## config.mk

```make
export PLATFORM = sky130hd
export DESIGN_NAME = adc_average_decimator_fifo
export DESIGN_NICKNAME = d
export VERILOG_FILES = /design/src/rtl/aadf_pkg.sv /design/src/rtl/aadf_ram.sv /design/src/rtl/aadf_div.sv /design/src/rtl/adc_average_decimator_fifo.sv
export VERILOG_INCLUDE_DIRS = /design/src /design/src/rtl
export SDC_FILE = /design/constraint.sdc
export NUM_CORES = 2
export LEC_CHECK = 0
export BUFFER_PORTS_ARGS = -buffer_cell sky130_fd_sc_hd__buf_4
export CAP_MARGIN = 20
export CORE_UTILIZATION = 45
export CTS_CLUSTER_SIZE = 40
export DETAILED_ROUTE_END_ITERATION = 8
export PLACE_DENSITY = 0.62
export SYNTH_ARGS = -nofsm -noshare
export SYNTH_HDL_FRONTEND = slang
export SYNTH_SLANG_ARGS = --single-unit
```

## constraint.sdc

```tcl
create_clock -name clk -period 7.6 [get_ports clk]
set_input_delay 0.76 -clock clk [delete_from_list [all_inputs] [get_ports clk]]
set_output_delay 0.76 -clock clk [all_outputs]
set_load 0.01 [all_outputs]
```

## src/rtl/assert_macros.svh

```systemverilog
// ---------------------------------------------------------------------------
// Assertion macros
// Shared concurrent assertion forms, clocked on the rising edge and
// disabled while the synchronous active-low reset is applied.
// ---------------------------------------------------------------------------
`ifndef ASSERT_MACROS_SVH
`define ASSERT_MACROS_SVH

// Property must hold at every clock edge out of reset.
`define AADF_ASSERT_HOLD(lbl, clk, rst_n, prop, msg) \
  lbl: assert property (@(posedge clk) disable iff (!rst_n) (prop)) else $error(msg);

// Antecedent implies consequent in the same cycle.
`define AADF_ASSERT_IMPL(lbl, clk, rst_n, ante, cons, msg) \
  lbl: assert property (@(posedge clk) disable iff (!rst_n) (ante) |-> (cons)) \
    else $error(msg);

// Antecedent implies consequent in the next cycle.
`define AADF_ASSERT_NEXT(lbl, clk, rst_n, ante, cons, msg) \
  lbl: assert property (@(posedge clk) disable iff (!rst_n) (ante) |=> (cons)) \
    else $error(msg);

`endif

```

## src/rtl/aadf_pkg.sv

```systemverilog
// ---------------------------------------------------------------------------
// aadf_pkg
// Shared constants, opcodes and divider handshake types for the ADC
// averaging decimator.
// ---------------------------------------------------------------------------
package aadf_pkg;

  localparam int FIFO_DEPTH  = 256;
  localparam int SAMPLE_BITS = 12;

  localparam int PTR_W      = $clog2(FIFO_DEPTH);
  localparam int FILL_W     = 8;
  localparam int FULL_COUNT = 8;
  localparam int AVG_SHIFT  = 3;
  localparam int SUM_W      = SAMPLE_BITS + AVG_SHIFT;
  localparam int CNT_W      = 4;
  localparam int DIVISOR_W  = 3;

  // Divider works four quotient bits per cycle
  localparam int DIV_RADIX_BITS = 4;
  localparam int DIVIDEND_W = ((SUM_W + DIV_RADIX_BITS - 1) / DIV_RADIX_BITS) * DIV_RADIX_BITS;
  localparam int DIV_STEPS  = DIVIDEND_W / DIV_RADIX_BITS;
  localparam int DIV_STEP_W = (DIV_STEPS > 1) ? $clog2(DIV_STEPS) : 1;

  localparam int OP_W        = 2;
  localparam int IN_TDATA_W  = 16;
  localparam int OUT_FIELD_W = 1 + SAMPLE_BITS + 1 + SAMPLE_BITS + FILL_W + 1;
  localparam int OUT_TDATA_W = ((OUT_FIELD_W + 7) / 8) * 8;
  localparam int OUT_PAD_W   = OUT_TDATA_W - OUT_FIELD_W;

  localparam logic [OP_W-1:0] OP_SAMPLE  = 2'd0;
  localparam logic [OP_W-1:0] OP_POP     = 2'd1;
  localparam logic [OP_W-1:0] OP_FLUSH   = 2'd2;
  localparam logic [OP_W-1:0] OP_OVF_CLR = 2'd3;

  typedef struct packed {
    logic                 start;
    logic [SUM_W-1:0]     dividend;
    logic [DIVISOR_W-1:0] divisor;
  } div_req_t;

  typedef struct packed {
    logic                   done;
    logic [SAMPLE_BITS-1:0] quotient;
  } div_rsp_t;

endpackage

```

## src/rtl/aadf_ram.sv

```systemverilog
// ---------------------------------------------------------------------------
// aadf_ram
// Generic simple dual-port RAM: one write port, one read port with a
// registered read.
// ---------------------------------------------------------------------------
module aadf_ram #(
  parameter int WIDTH = 12,
  parameter int DEPTH = 256
) (
  input  logic                     clk,
  input  logic                     we,
  input  logic [$clog2(DEPTH)-1:0] waddr,
  input  logic [WIDTH-1:0]         wdata,
  input  logic                     re,
  input  logic [$clog2(DEPTH)-1:0] raddr,
  output logic [WIDTH-1:0]         rdata
);

  logic [WIDTH-1:0] mem_r [DEPTH];
  logic [WIDTH-1:0] rdata_r;

  always_ff @(posedge clk) begin
    if (we) begin
      mem_r[waddr] <= wdata;
    end
    if (re) begin
      rdata_r <= mem_r[raddr];
    end
  end

  assign rdata = rdata_r;

endmodule

```

## src/rtl/aadf_div.sv

```systemverilog
// ---------------------------------------------------------------------------
// aadf_div
// Iterative restoring divider for sum / count, four quotient bits per
// cycle. Raises done for one cycle when the quotient is ready.
// ---------------------------------------------------------------------------
module aadf_div (
  input  logic              clk,
  input  logic              rst_n,
  input  aadf_pkg::div_req_t req,
  output aadf_pkg::div_rsp_t rsp
);

  localparam int REM_W = aadf_pkg::DIVISOR_W + 1;

  logic                              busy_r, busy_nxt;
  logic                              done_r, done_nxt;
  logic [aadf_pkg::DIV_STEP_W-1:0]   step_r, step_nxt;
  logic [aadf_pkg::DIVIDEND_W-1:0]   quo_r, quo_nxt;
  logic [REM_W-1:0]                  rem_r, rem_nxt;
  logic [aadf_pkg::DIVISOR_W-1:0]    dvsr_r;
  logic [aadf_pkg::DIVIDEND_W-1:0]   quo_step;
  logic [REM_W-1:0]                  rem_step;

  // Four dependent shift-compare-subtract steps on a narrow remainder
  always_comb begin
    quo_step = quo_r;
    rem_step = rem_r;
    for (int i = 0; i < aadf_pkg::DIV_RADIX_BITS; i++) begin
      rem_step = {rem_step[REM_W-2:0], quo_step[aadf_pkg::DIVIDEND_W-1]};
      quo_step = {quo_step[aadf_pkg::DIVIDEND_W-2:0], 1'b0};
      if (rem_step >= {1'b0, dvsr_r}) begin
        rem_step    = rem_step - {1'b0, dvsr_r};
        quo_step[0] = 1'b1;
      end
    end
  end

  always_comb begin
    busy_nxt = busy_r;
    done_nxt = 1'b0;
    step_nxt = step_r;
    quo_nxt  = quo_r;
    rem_nxt  = rem_r;
    if (req.start) begin
      busy_nxt = 1'b1;
      step_nxt = '0;
      quo_nxt  = aadf_pkg::DIVIDEND_W'(req.dividend);
      rem_nxt  = '0;
    end else if (busy_r) begin
      quo_nxt  = quo_step;
      rem_nxt  = rem_step;
      step_nxt = step_r + 1'b1;
      if (step_r == aadf_pkg::DIV_STEP_W'(aadf_pkg::DIV_STEPS - 1)) begin
        busy_nxt = 1'b0;
        done_nxt = 1'b1;
      end
    end
  end

  always_ff @(posedge clk) begin
    if (!rst_n) begin
      busy_r <= 1'b0;
      done_r <= 1'b0;
      step_r <= '0;
    end else begin
      busy_r <= busy_nxt;
      done_r <= done_nxt;
      step_r <= step_nxt;
    end
  end

  always_ff @(posedge clk) begin
    quo_r <= quo_nxt;
    rem_r <= rem_nxt;
    if (req.start) begin
      dvsr_r <= req.divisor;
    end
  end

  assign rsp.done     = done_r;
  assign rsp.quotient = quo_r[aadf_pkg::SAMPLE_BITS-1:0];

endmodule

```

## src/rtl/adc_average_decimator_fifo.sv

```systemverilog
// ---------------------------------------------------------------------------
// adc_average_decimator_fifo
// Boxcar averaging decimator for ADC conversions with a ring FIFO of
// averages held in a synchronous RAM.
// ---------------------------------------------------------------------------
// An accepted transaction passes S_EXEC and then S_OUT, where the result
//   loads into the output register, for pop, flush, overflow clear and plain
//   samples; an emit of a full or empty period adds S_PUSH, and an emit that
//   goes through the divider waits in S_DIV before S_PUSH. One transaction
//   is in flight at a time: a new one is taken only in S_IDLE.
// Reset: synchronous, active low; clears accumulator, pointers, overflow
//   flag and handshake state. FIFO RAM contents are not cleared.
module adc_average_decimator_fifo (
  input  logic                             clk,
  input  logic                             rst_n,
  // Input channel
  input  logic                             in_tvalid,
  output logic                             in_tready,
  // tdata: sample [11:0], period_due [12], zero padding [15:13]
  input  logic [aadf_pkg::IN_TDATA_W-1:0]  in_tdata,
  // tuser: op [1:0]
  input  logic [aadf_pkg::OP_W-1:0]        in_tuser,
  // Result channel
  output logic                             out_tvalid,
  input  logic                             out_tready,
  // tdata: average_valid [0], average_value [12:1], pop_valid [13],
  //        pop_value [25:14], fill_level [33:26], overflow_flag [34],
  //        zero padding [39:35]
  output logic [aadf_pkg::OUT_TDATA_W-1:0] out_tdata
);

  `include "assert_macros.svh"

  // Sequencer states
  localparam logic [2:0] S_IDLE = 3'd0;
  localparam logic [2:0] S_EXEC = 3'd1;
  localparam logic [2:0] S_DIV  = 3'd2;
  localparam logic [2:0] S_PUSH = 3'd3;
  localparam logic [2:0] S_OUT  = 3'd4;

  localparam int SB = aadf_pkg::SAMPLE_BITS;
  localparam int PW = aadf_pkg::PTR_W;

  logic [2:0]                      state_r, state_nxt;
  logic [aadf_pkg::OP_W-1:0]       op_r;
  logic [SB-1:0]                   smp_r;
  logic                            due_r;
  logic [aadf_pkg::SUM_W-1:0]      acc_sum_r, acc_sum_nxt;
  logic [aadf_pkg::CNT_W-1:0]      acc_cnt_r, acc_cnt_nxt;
  logic [PW-1:0]                   wp_r, wp_nxt;
  logic [PW-1:0]                   rp_r, rp_nxt;
  logic                            ovf_r, ovf_nxt;
  logic                            avg_v_r, avg_v_nxt;
  logic [SB-1:0]                   avg_r, avg_nxt;
  logic                            pop_v_r, pop_v_nxt;
  logic                            ovf_hold_r, ovf_hold_nxt;
  logic                            out_tvalid_r, out_tvalid_nxt;
  logic [aadf_pkg::OUT_TDATA_W-1:0] out_tdata_r, out_tdata_nxt;

  logic                            in_acc;
  logic                            out_load;
  logic [aadf_pkg::SUM_W-1:0]      sum_acc;
  logic [aadf_pkg::CNT_W-1:0]      cnt_acc;
  logic [PW-1:0]                   wp_inc;
  logic [PW-1:0]                   rp_inc;
  logic [PW:0]                     fill_wide;
  logic [aadf_pkg::FILL_W-1:0]     fill_now;

  logic                            ram_we;
  logic                            ram_re;
  logic [SB-1:0]                   ram_rdata;

  aadf_pkg::div_req_t              div_req;
  aadf_pkg::div_rsp_t              div_rsp;

  assign in_tready = (state_r == S_IDLE);
  assign in_acc    = in_tvalid && in_tready;

  // The output register frees its slot when the current result is taken
  assign out_load = !out_tvalid_r || out_tready;

  // Accumulate: ignore samples once a full period is held
  always_comb begin
    if (acc_cnt_r < aadf_pkg::CNT_W'(aadf_pkg::FULL_COUNT)) begin
      sum_acc = acc_sum_r + aadf_pkg::SUM_W'(smp_r);
      cnt_acc = acc_cnt_r + 1'b1;
    end else begin
      sum_acc = acc_sum_r;
      cnt_acc = acc_cnt_r;
    end
  end

  // Ring pointer advance, valid for any depth
  assign wp_inc = (wp_r == PW'(aadf_pkg::FIFO_DEPTH - 1)) ? '0 : wp_r + 1'b1;
  assign rp_inc = (rp_r == PW'(aadf_pkg::FIFO_DEPTH - 1)) ? '0 : rp_r + 1'b1;

  // Fill level: (write minus read) modulo depth
  assign fill_wide = (wp_r >= rp_r) ? ({1'b0, wp_r} - {1'b0, rp_r})
                   : ({1'b0, wp_r} + (PW + 1)'(aadf_pkg::FIFO_DEPTH) - {1'b0, rp_r});
  assign fill_now  = aadf_pkg::FILL_W'(fill_wide);

  always_comb begin
    state_nxt      = state_r;
    acc_sum_nxt    = acc_sum_r;
    acc_cnt_nxt    = acc_cnt_r;
    wp_nxt         = wp_r;
    rp_nxt         = rp_r;
    ovf_nxt        = ovf_r;
    avg_v_nxt      = avg_v_r;
    avg_nxt        = avg_r;
    pop_v_nxt      = pop_v_r;
    ovf_hold_nxt   = ovf_hold_r;
    out_tvalid_nxt = out_tvalid_r;
    out_tdata_nxt  = out_tdata_r;
    ram_we         = 1'b0;
    ram_re         = 1'b0;
    div_req.start    = 1'b0;
    div_req.dividend = sum_acc;
    div_req.divisor  = cnt_acc[aadf_pkg::DIVISOR_W-1:0];

    // Drop the shown result once it has been taken
    if (out_tvalid_r && out_tready) begin
      out_tvalid_nxt = 1'b0;
    end

    case (state_r)
      S_IDLE: begin
        if (in_acc) begin
          avg_v_nxt = 1'b0;
          avg_nxt   = '0;
          pop_v_nxt = 1'b0;
          state_nxt = S_EXEC;
        end
      end

      S_EXEC: begin
        ovf_hold_nxt = ovf_r;
        case (op_r)
          aadf_pkg::OP_SAMPLE: begin
            if (due_r) begin
              // Emit: clear the accumulator, pick the cheap path if possible
              acc_sum_nxt = '0;
              acc_cnt_nxt = '0;
              if (cnt_acc == aadf_pkg::CNT_W'(aadf_pkg::FULL_COUNT)) begin
                avg_nxt   = SB'(sum_acc >> aadf_pkg::AVG_SHIFT);
                state_nxt = S_PUSH;
              end else if (cnt_acc == '0) begin
                avg_nxt   = '0;
                state_nxt = S_PUSH;
              end else begin
                div_req.start = 1'b1;
                state_nxt     = S_DIV;
              end
            end else begin
              acc_sum_nxt = sum_acc;
              acc_cnt_nxt = cnt_acc;
              state_nxt   = S_OUT;
            end
          end
          aadf_pkg::OP_POP: begin
            // Read the head entry; data lands in the RAM output register
            if (wp_r != rp_r) begin
              ram_re    = 1'b1;
              rp_nxt    = rp_inc;
              pop_v_nxt = 1'b1;
            end
            state_nxt = S_OUT;
          end
          aadf_pkg::OP_FLUSH: begin
            wp_nxt    = '0;
            rp_nxt    = '0;
            state_nxt = S_OUT;
          end
          aadf_pkg::OP_OVF_CLR: begin
            ovf_nxt   = 1'b0;
            state_nxt = S_OUT;
          end
          default: begin
            state_nxt = S_OUT;
          end
        endcase
      end

      S_DIV: begin
        if (div_rsp.done) begin
          avg_nxt   = div_rsp.quotient;
          state_nxt = S_PUSH;
        end
      end

      S_PUSH: begin
        // Write the average at the tail; meeting the read pointer is overflow
        ram_we    = 1'b1;
        wp_nxt    = wp_inc;
        avg_v_nxt = 1'b1;
        if (wp_inc == rp_r) begin
          ovf_nxt = 1'b1;
        end
        state_nxt = S_OUT;
      end

      S_OUT: begin
        // Hold until the output register is free, then present the result
        if (out_load) begin
          out_tvalid_nxt = 1'b1;
          out_tdata_nxt  = {
            {aadf_pkg::OUT_PAD_W{1'b0}},
            (op_r == aadf_pkg::OP_OVF_CLR) ? ovf_hold_r : ovf_r,
            fill_now,
            pop_v_r ? ram_rdata : {SB{1'b0}},
            pop_v_r,
            avg_r,
            avg_v_r
          };
          state_nxt = S_IDLE;
        end
      end

      default: begin
        state_nxt = S_IDLE;
      end
    endcase
  end

  always_ff @(posedge clk) begin
    if (!rst_n) begin
      state_r      <= S_IDLE;
      acc_sum_r    <= '0;
      acc_cnt_r    <= '0;
      wp_r         <= '0;
      rp_r         <= '0;
      ovf_r        <= 1'b0;
      out_tvalid_r <= 1'b0;
    end else begin
      state_r      <= state_nxt;
      acc_sum_r    <= acc_sum_nxt;
      acc_cnt_r    <= acc_cnt_nxt;
      wp_r         <= wp_nxt;
      rp_r         <= rp_nxt;
      ovf_r        <= ovf_nxt;
      out_tvalid_r <= out_tvalid_nxt;
    end
  end

  // Payload registers
  always_ff @(posedge clk) begin
    if (in_acc) begin
      op_r  <= in_tuser;
      smp_r <= in_tdata[SB-1:0];
      due_r <= in_tdata[SB];
    end
    avg_v_r     <= avg_v_nxt;
    avg_r       <= avg_nxt;
    pop_v_r     <= pop_v_nxt;
    ovf_hold_r  <= ovf_hold_nxt;
    out_tdata_r <= out_tdata_nxt;
  end

  // One item in flight at a time, so a write and a read of the same entry
  // never overlap and the RAM needs no forwarding.
  aadf_ram #(
    .WIDTH (SB),
    .DEPTH (aadf_pkg::FIFO_DEPTH)
  ) u_fifo_ram (
    .clk   (clk),
    .we    (ram_we),
    .waddr (wp_r),
    .wdata (avg_r),
    .re    (ram_re),
    .raddr (rp_r),
    .rdata (ram_rdata)
  );

  aadf_div u_div (
    .clk   (clk),
    .rst_n (rst_n),
    .req   (div_req),
    .rsp   (div_rsp)
  );

  assign out_tvalid = out_tvalid_r;
  assign out_tdata  = out_tdata_r;

  `AADF_ASSERT_HOLD(a_cnt_bound, clk, rst_n, acc_cnt_r <= aadf_pkg::CNT_W'(aadf_pkg::FULL_COUNT), "accumulator count above a full period")
  `AADF_ASSERT_IMPL(a_ram_excl, clk, rst_n, ram_we, !ram_re && state_r == S_PUSH, "RAM write outside push or alongside a read")
  `AADF_ASSERT_NEXT(a_acc_exec, clk, rst_n, in_tvalid && in_tready, state_r == S_EXEC, "accepted transaction did not start execution")
  `AADF_ASSERT_IMPL(a_div_state, clk, rst_n, div_rsp.done, state_r == S_DIV, "divider finished while sequencer not waiting")

endmodule
```

==> results_dict.tcl <==
set metrics [dict create \
    ys_types 88 \
    ant_nets 0 \
    syn_inst 6252 \
    routed_wirelength_um 353000 \
    design_area_um2 143000 \
    combPwrFrac_pct 4.6 \
    die_area_um2 283000 \
    cts_made_buffers 319 \
    reg2reg_from "u_div.dvsr_r[1]" \
    fin_crit_ps 6490 \
    critical_path_arrival_ps 7290 \
    die_h_um 532 \
    busiest_layer "met2" \
    areaGrowthSynthToFinish_pct 13.1 \
    antenna_found_initial 20 \
    cts_sinks 3215 \
    crit_required_ps 8400 \
    path_clk_slew_ps 70 \
    grt_pass1_vias 64500 \
    clock.fmax_mhz 154 \
    slowest_delay_ps 610 \
    dr.pass1.iters 9 \
    use_met3_pct 4.76 \
    dpl_cell_area_um2 133000 \
    ctsHtreeMaxLevel 5 \
    tritoncts "yes" \
    reg2reg_to "u_div.rem_r[1]" \
    fill_cells 21800 \
    worst_hold_slack_ps 71.0 \
    p_int_mw 29.4 \
    drv_slew 56 \
    power.share.clock_pct 41.7 \
    status "complete, but fails checks" \
    crit_path_frequent_cell "nand2_1" \
    worstMarginPinSlew_ps 1550 \
    clk_path_buf_depth 4 \
    ys_seq_elements 3215 \
    grt_util_met1_pct 34.9 \
    maxCapViolCount 0 \
    avgSynthCellArea_um2 20.2 \
    relSlewSlack_pct -3.08 \
    end_kind "register" \
    clock_latency_ps 880 \
    finalClockSkew_ps 51.5 \
    hold_violations 0 \
    root_buffer "clkbuf_16" \
    netlist_area_um2 126000 \
    p_per_area_nw_per_um2 261 \
    wl_per_cell_um 33.2 \
    start_util_pct 45.2 \
    ys_async_sr_fraction_pct 0 \
    max-vdd-ir-drop_v 0.000191 \
    fp-row-count 194 \
    violations "design-rule violations, max-slew violations" \
    hold-path-cell-count 1 \
    cts_hold_buf 0 \
    rsz0062_at_grt "no" \
    vias_per_cell 6.22 \
    setup_tns_ps 0 \
    vias 66100 \
    synth-main-ff-cell "edfxtp_1" \
    hold_path.startpoint "in_tdata[5]" \
    mostFrequentLayoutCell "edfxtp_1" \
    setup_violations 0 \
    period_share_pct 85.4 \
    gr-usage-met2_pct 38.7 \
    hold-path-endpoint "smp_r[5]" \
    place_congestion 0.877 \
    leakagePower_nw 44.0 \
    sequentialPowerShare_pct 53.7 \
    place_hpwl_um 212000 \
    r2r_cells 23 \
    drc 16 \
    cp-start-kind "register" \
    cts_resized 0 \
    yosys_warnings 0 \
    finish.utilization_pct 51.2 \
    p_switching_mw 7.91 \
    switching_share_pct 21.2 \
    io_pins 64 \
    fp.dieW_um 532 \
    grt_pass1_wl_um 496000 \
    worstPathCellList "inv_1 > fa_1 > o21ai_0 > nand2_1 > a22oi_1 > ha_1 > nand2_1 > nand2_1 > a221oi_4 > mux2_2 > inv_1 > ha_1 > a21bo_2 > a21oi_1 > o211ai_1 > mux2i_1 > mux2i_1 > ha_1 > a21o_1 > a21oi_1 > o2111ai_1 > or4b_1 > nand2_1" \
    final_cell_mix "edfxtp_1 (3167), mux4_2 (656), buf_4 (402)" \
    crit_slowest_cell "or4b_1" \
    postCtsSetupRepairBufs 0 \
    core-area_um2 279000 \
    final_nets 6729 \
    ys_seq_area_share_pct 76.0 \
    drtIter0Drc 9462 \
    drive_above_1_share_pct 23.7 \
    crit_fanout 7 \
    gr-total-overflow 0 \
    min_path_type "in2reg" \
    grt.total_usage_pct 24.7 \
    rrSetupSlack_ps 1110 \
    portBuffers 55 \
    grt_max_degree 197 \
    synth-edff-count 3167 \
    setup.worst_path.class "reg2reg" \
]
-- area by class of cell --
class / instances / area (um2) / share of cell area (%)
repair buffers: 458 / 3870 / 2.71
well taps: 3724 / 4660 / 3.26
flip-flops and latches: 3215 / 96100 / 67.2
inverters: 31 / 124 / 0.0866
multi-input cells: 2638 / 28100 / 19.7
clock buffers: 397 / 8480 / 5.93
clock inverters: 162 / 1630 / 1.14
diodes: 10 / 25.0 / 0.0175
-- routing by layer --
| metal | vias up | routed length (um) |
|---|---|---|
| met5 | - | 73 |
| met2 | 3616 | 166000 |
| li1 | 26700 | - |
| met4 | 12 | 12400 |
| met1 | 35200 | 140000 |
| met3 | 585 | 34300 |
-- synthesized netlist by cell type (all sizes together) (16+ instances only) --
cell    count  share of area [%]
inv        30              0.089
nor2b      36               0.18
a31oi      28               0.14
xnor2      23               0.16
nor2      356                1.1
ha         38               0.38
o221ai     16               0.11
buf       213                1.3
nand2b     23               0.11
nand2     207               0.61
and3       16              0.079
a221oi     87               0.62
a21oi     113               0.45
mux2i     316                2.5
a22oi     107               0.64
edfxtp   3167                 75
a22o       17               0.12
dfxtp      48               0.76
clkbuf    159               0.48
mux4      656                 12
o21ai     119               0.47
a221o      31               0.25
o31ai      20               0.12
and2       36               0.18
nand4      19              0.094
nor3       41               0.17
mux2       17               0.15
a211oi     19               0.11
nand3      73               0.29
o22ai      42               0.21
-- per-stage QoR --
step / instances / worst slack, ps / power [mW]
finish: 10600 / 1110 / 37.3
global route: 10600 / 642 / 38.2
CTS: 10600 / 1180 / 37.5
detailed placement: 10100 / 1270 / 22.1
global placement: 10000 / 1100 / 22.1
floorplan: 6256 / 2000 / 21.6
-- critical path: cells and delay by family, from the launching register on --
kind	cells	cell delay, ps
buffers and inverters	2	270
muxes	3	1200
AOI/OAI and AO/OA	9	2250
and+or+nand+nor	5	940
DFF	1	440
adders and majority gates	4	1350
-- state kept, by name (all words and copies together) (netlist names), 2 cells and up --
name and flops:
op_r 2, avg_r 12, u_fifo_ram.rdata 12, u_div.quo_r 16, rp_r 8, acc_sum_r 15, u_div.rem_r 3, u_fifo_ram.mem_r 3072
out_tdata 35, smp_r 12, state_r 3, wp_r 8, u_div.dvsr_r 3, acc_cnt_r 4, u_div.step_r 2
-- power groups by stage --
stage | sequential (mW) | clock (mW) | combinational (mW)
3_5_place_dp | 20.4 | 0 | 1.71
6_report | 20.0 | 15.6 | 1.70
4_1_cts | 20.0 | 15.7 | 1.71
5_1_grt | 20.0 | 16.4 | 1.81
2_1_floorplan | 20.8 | 0 | 0.731
3_3_place_gp | 20.4 | 0 | 1.66
-- cell families (layout without fill, tap and decap cells) --
kind of cell / Yosys count / count (layout) / share of synthesized area (%)
xor gates and xnor gates: 36 / 36 / 0.249
muxes: 989 / 989 / 14.3
and+or+nand+nor: 861 / 861 / 3.10
other: 1 / 15 / 0.00297
adders and majority gates: 44 / 44 / 0.471
buffers and inverters: 403 / 1048 / 1.88
AOI/OAI and AO/OA: 703 / 703 / 3.93
DFF: 3215 / 3215 / 76.0
-- worst max path at each step --
stage                    start  slack, ps              to
2_1_floorplan  u_div.dvsr_r[1]       2000  u_div.rem_r[1]
3_3_place_gp   u_div.dvsr_r[1]       1100  u_div.rem_r[1]
3_5_place_dp   u_div.dvsr_r[1]       1270  u_div.rem_r[1]
4_1_cts        u_div.dvsr_r[1]       1180  u_div.rem_r[1]
5_1_grt        u_div.dvsr_r[1]        640  u_div.rem_r[1]
6_report       u_div.dvsr_r[1]       1110  u_div.rem_r[1]
No activity file was read; power rests on OpenSTA's default activity.
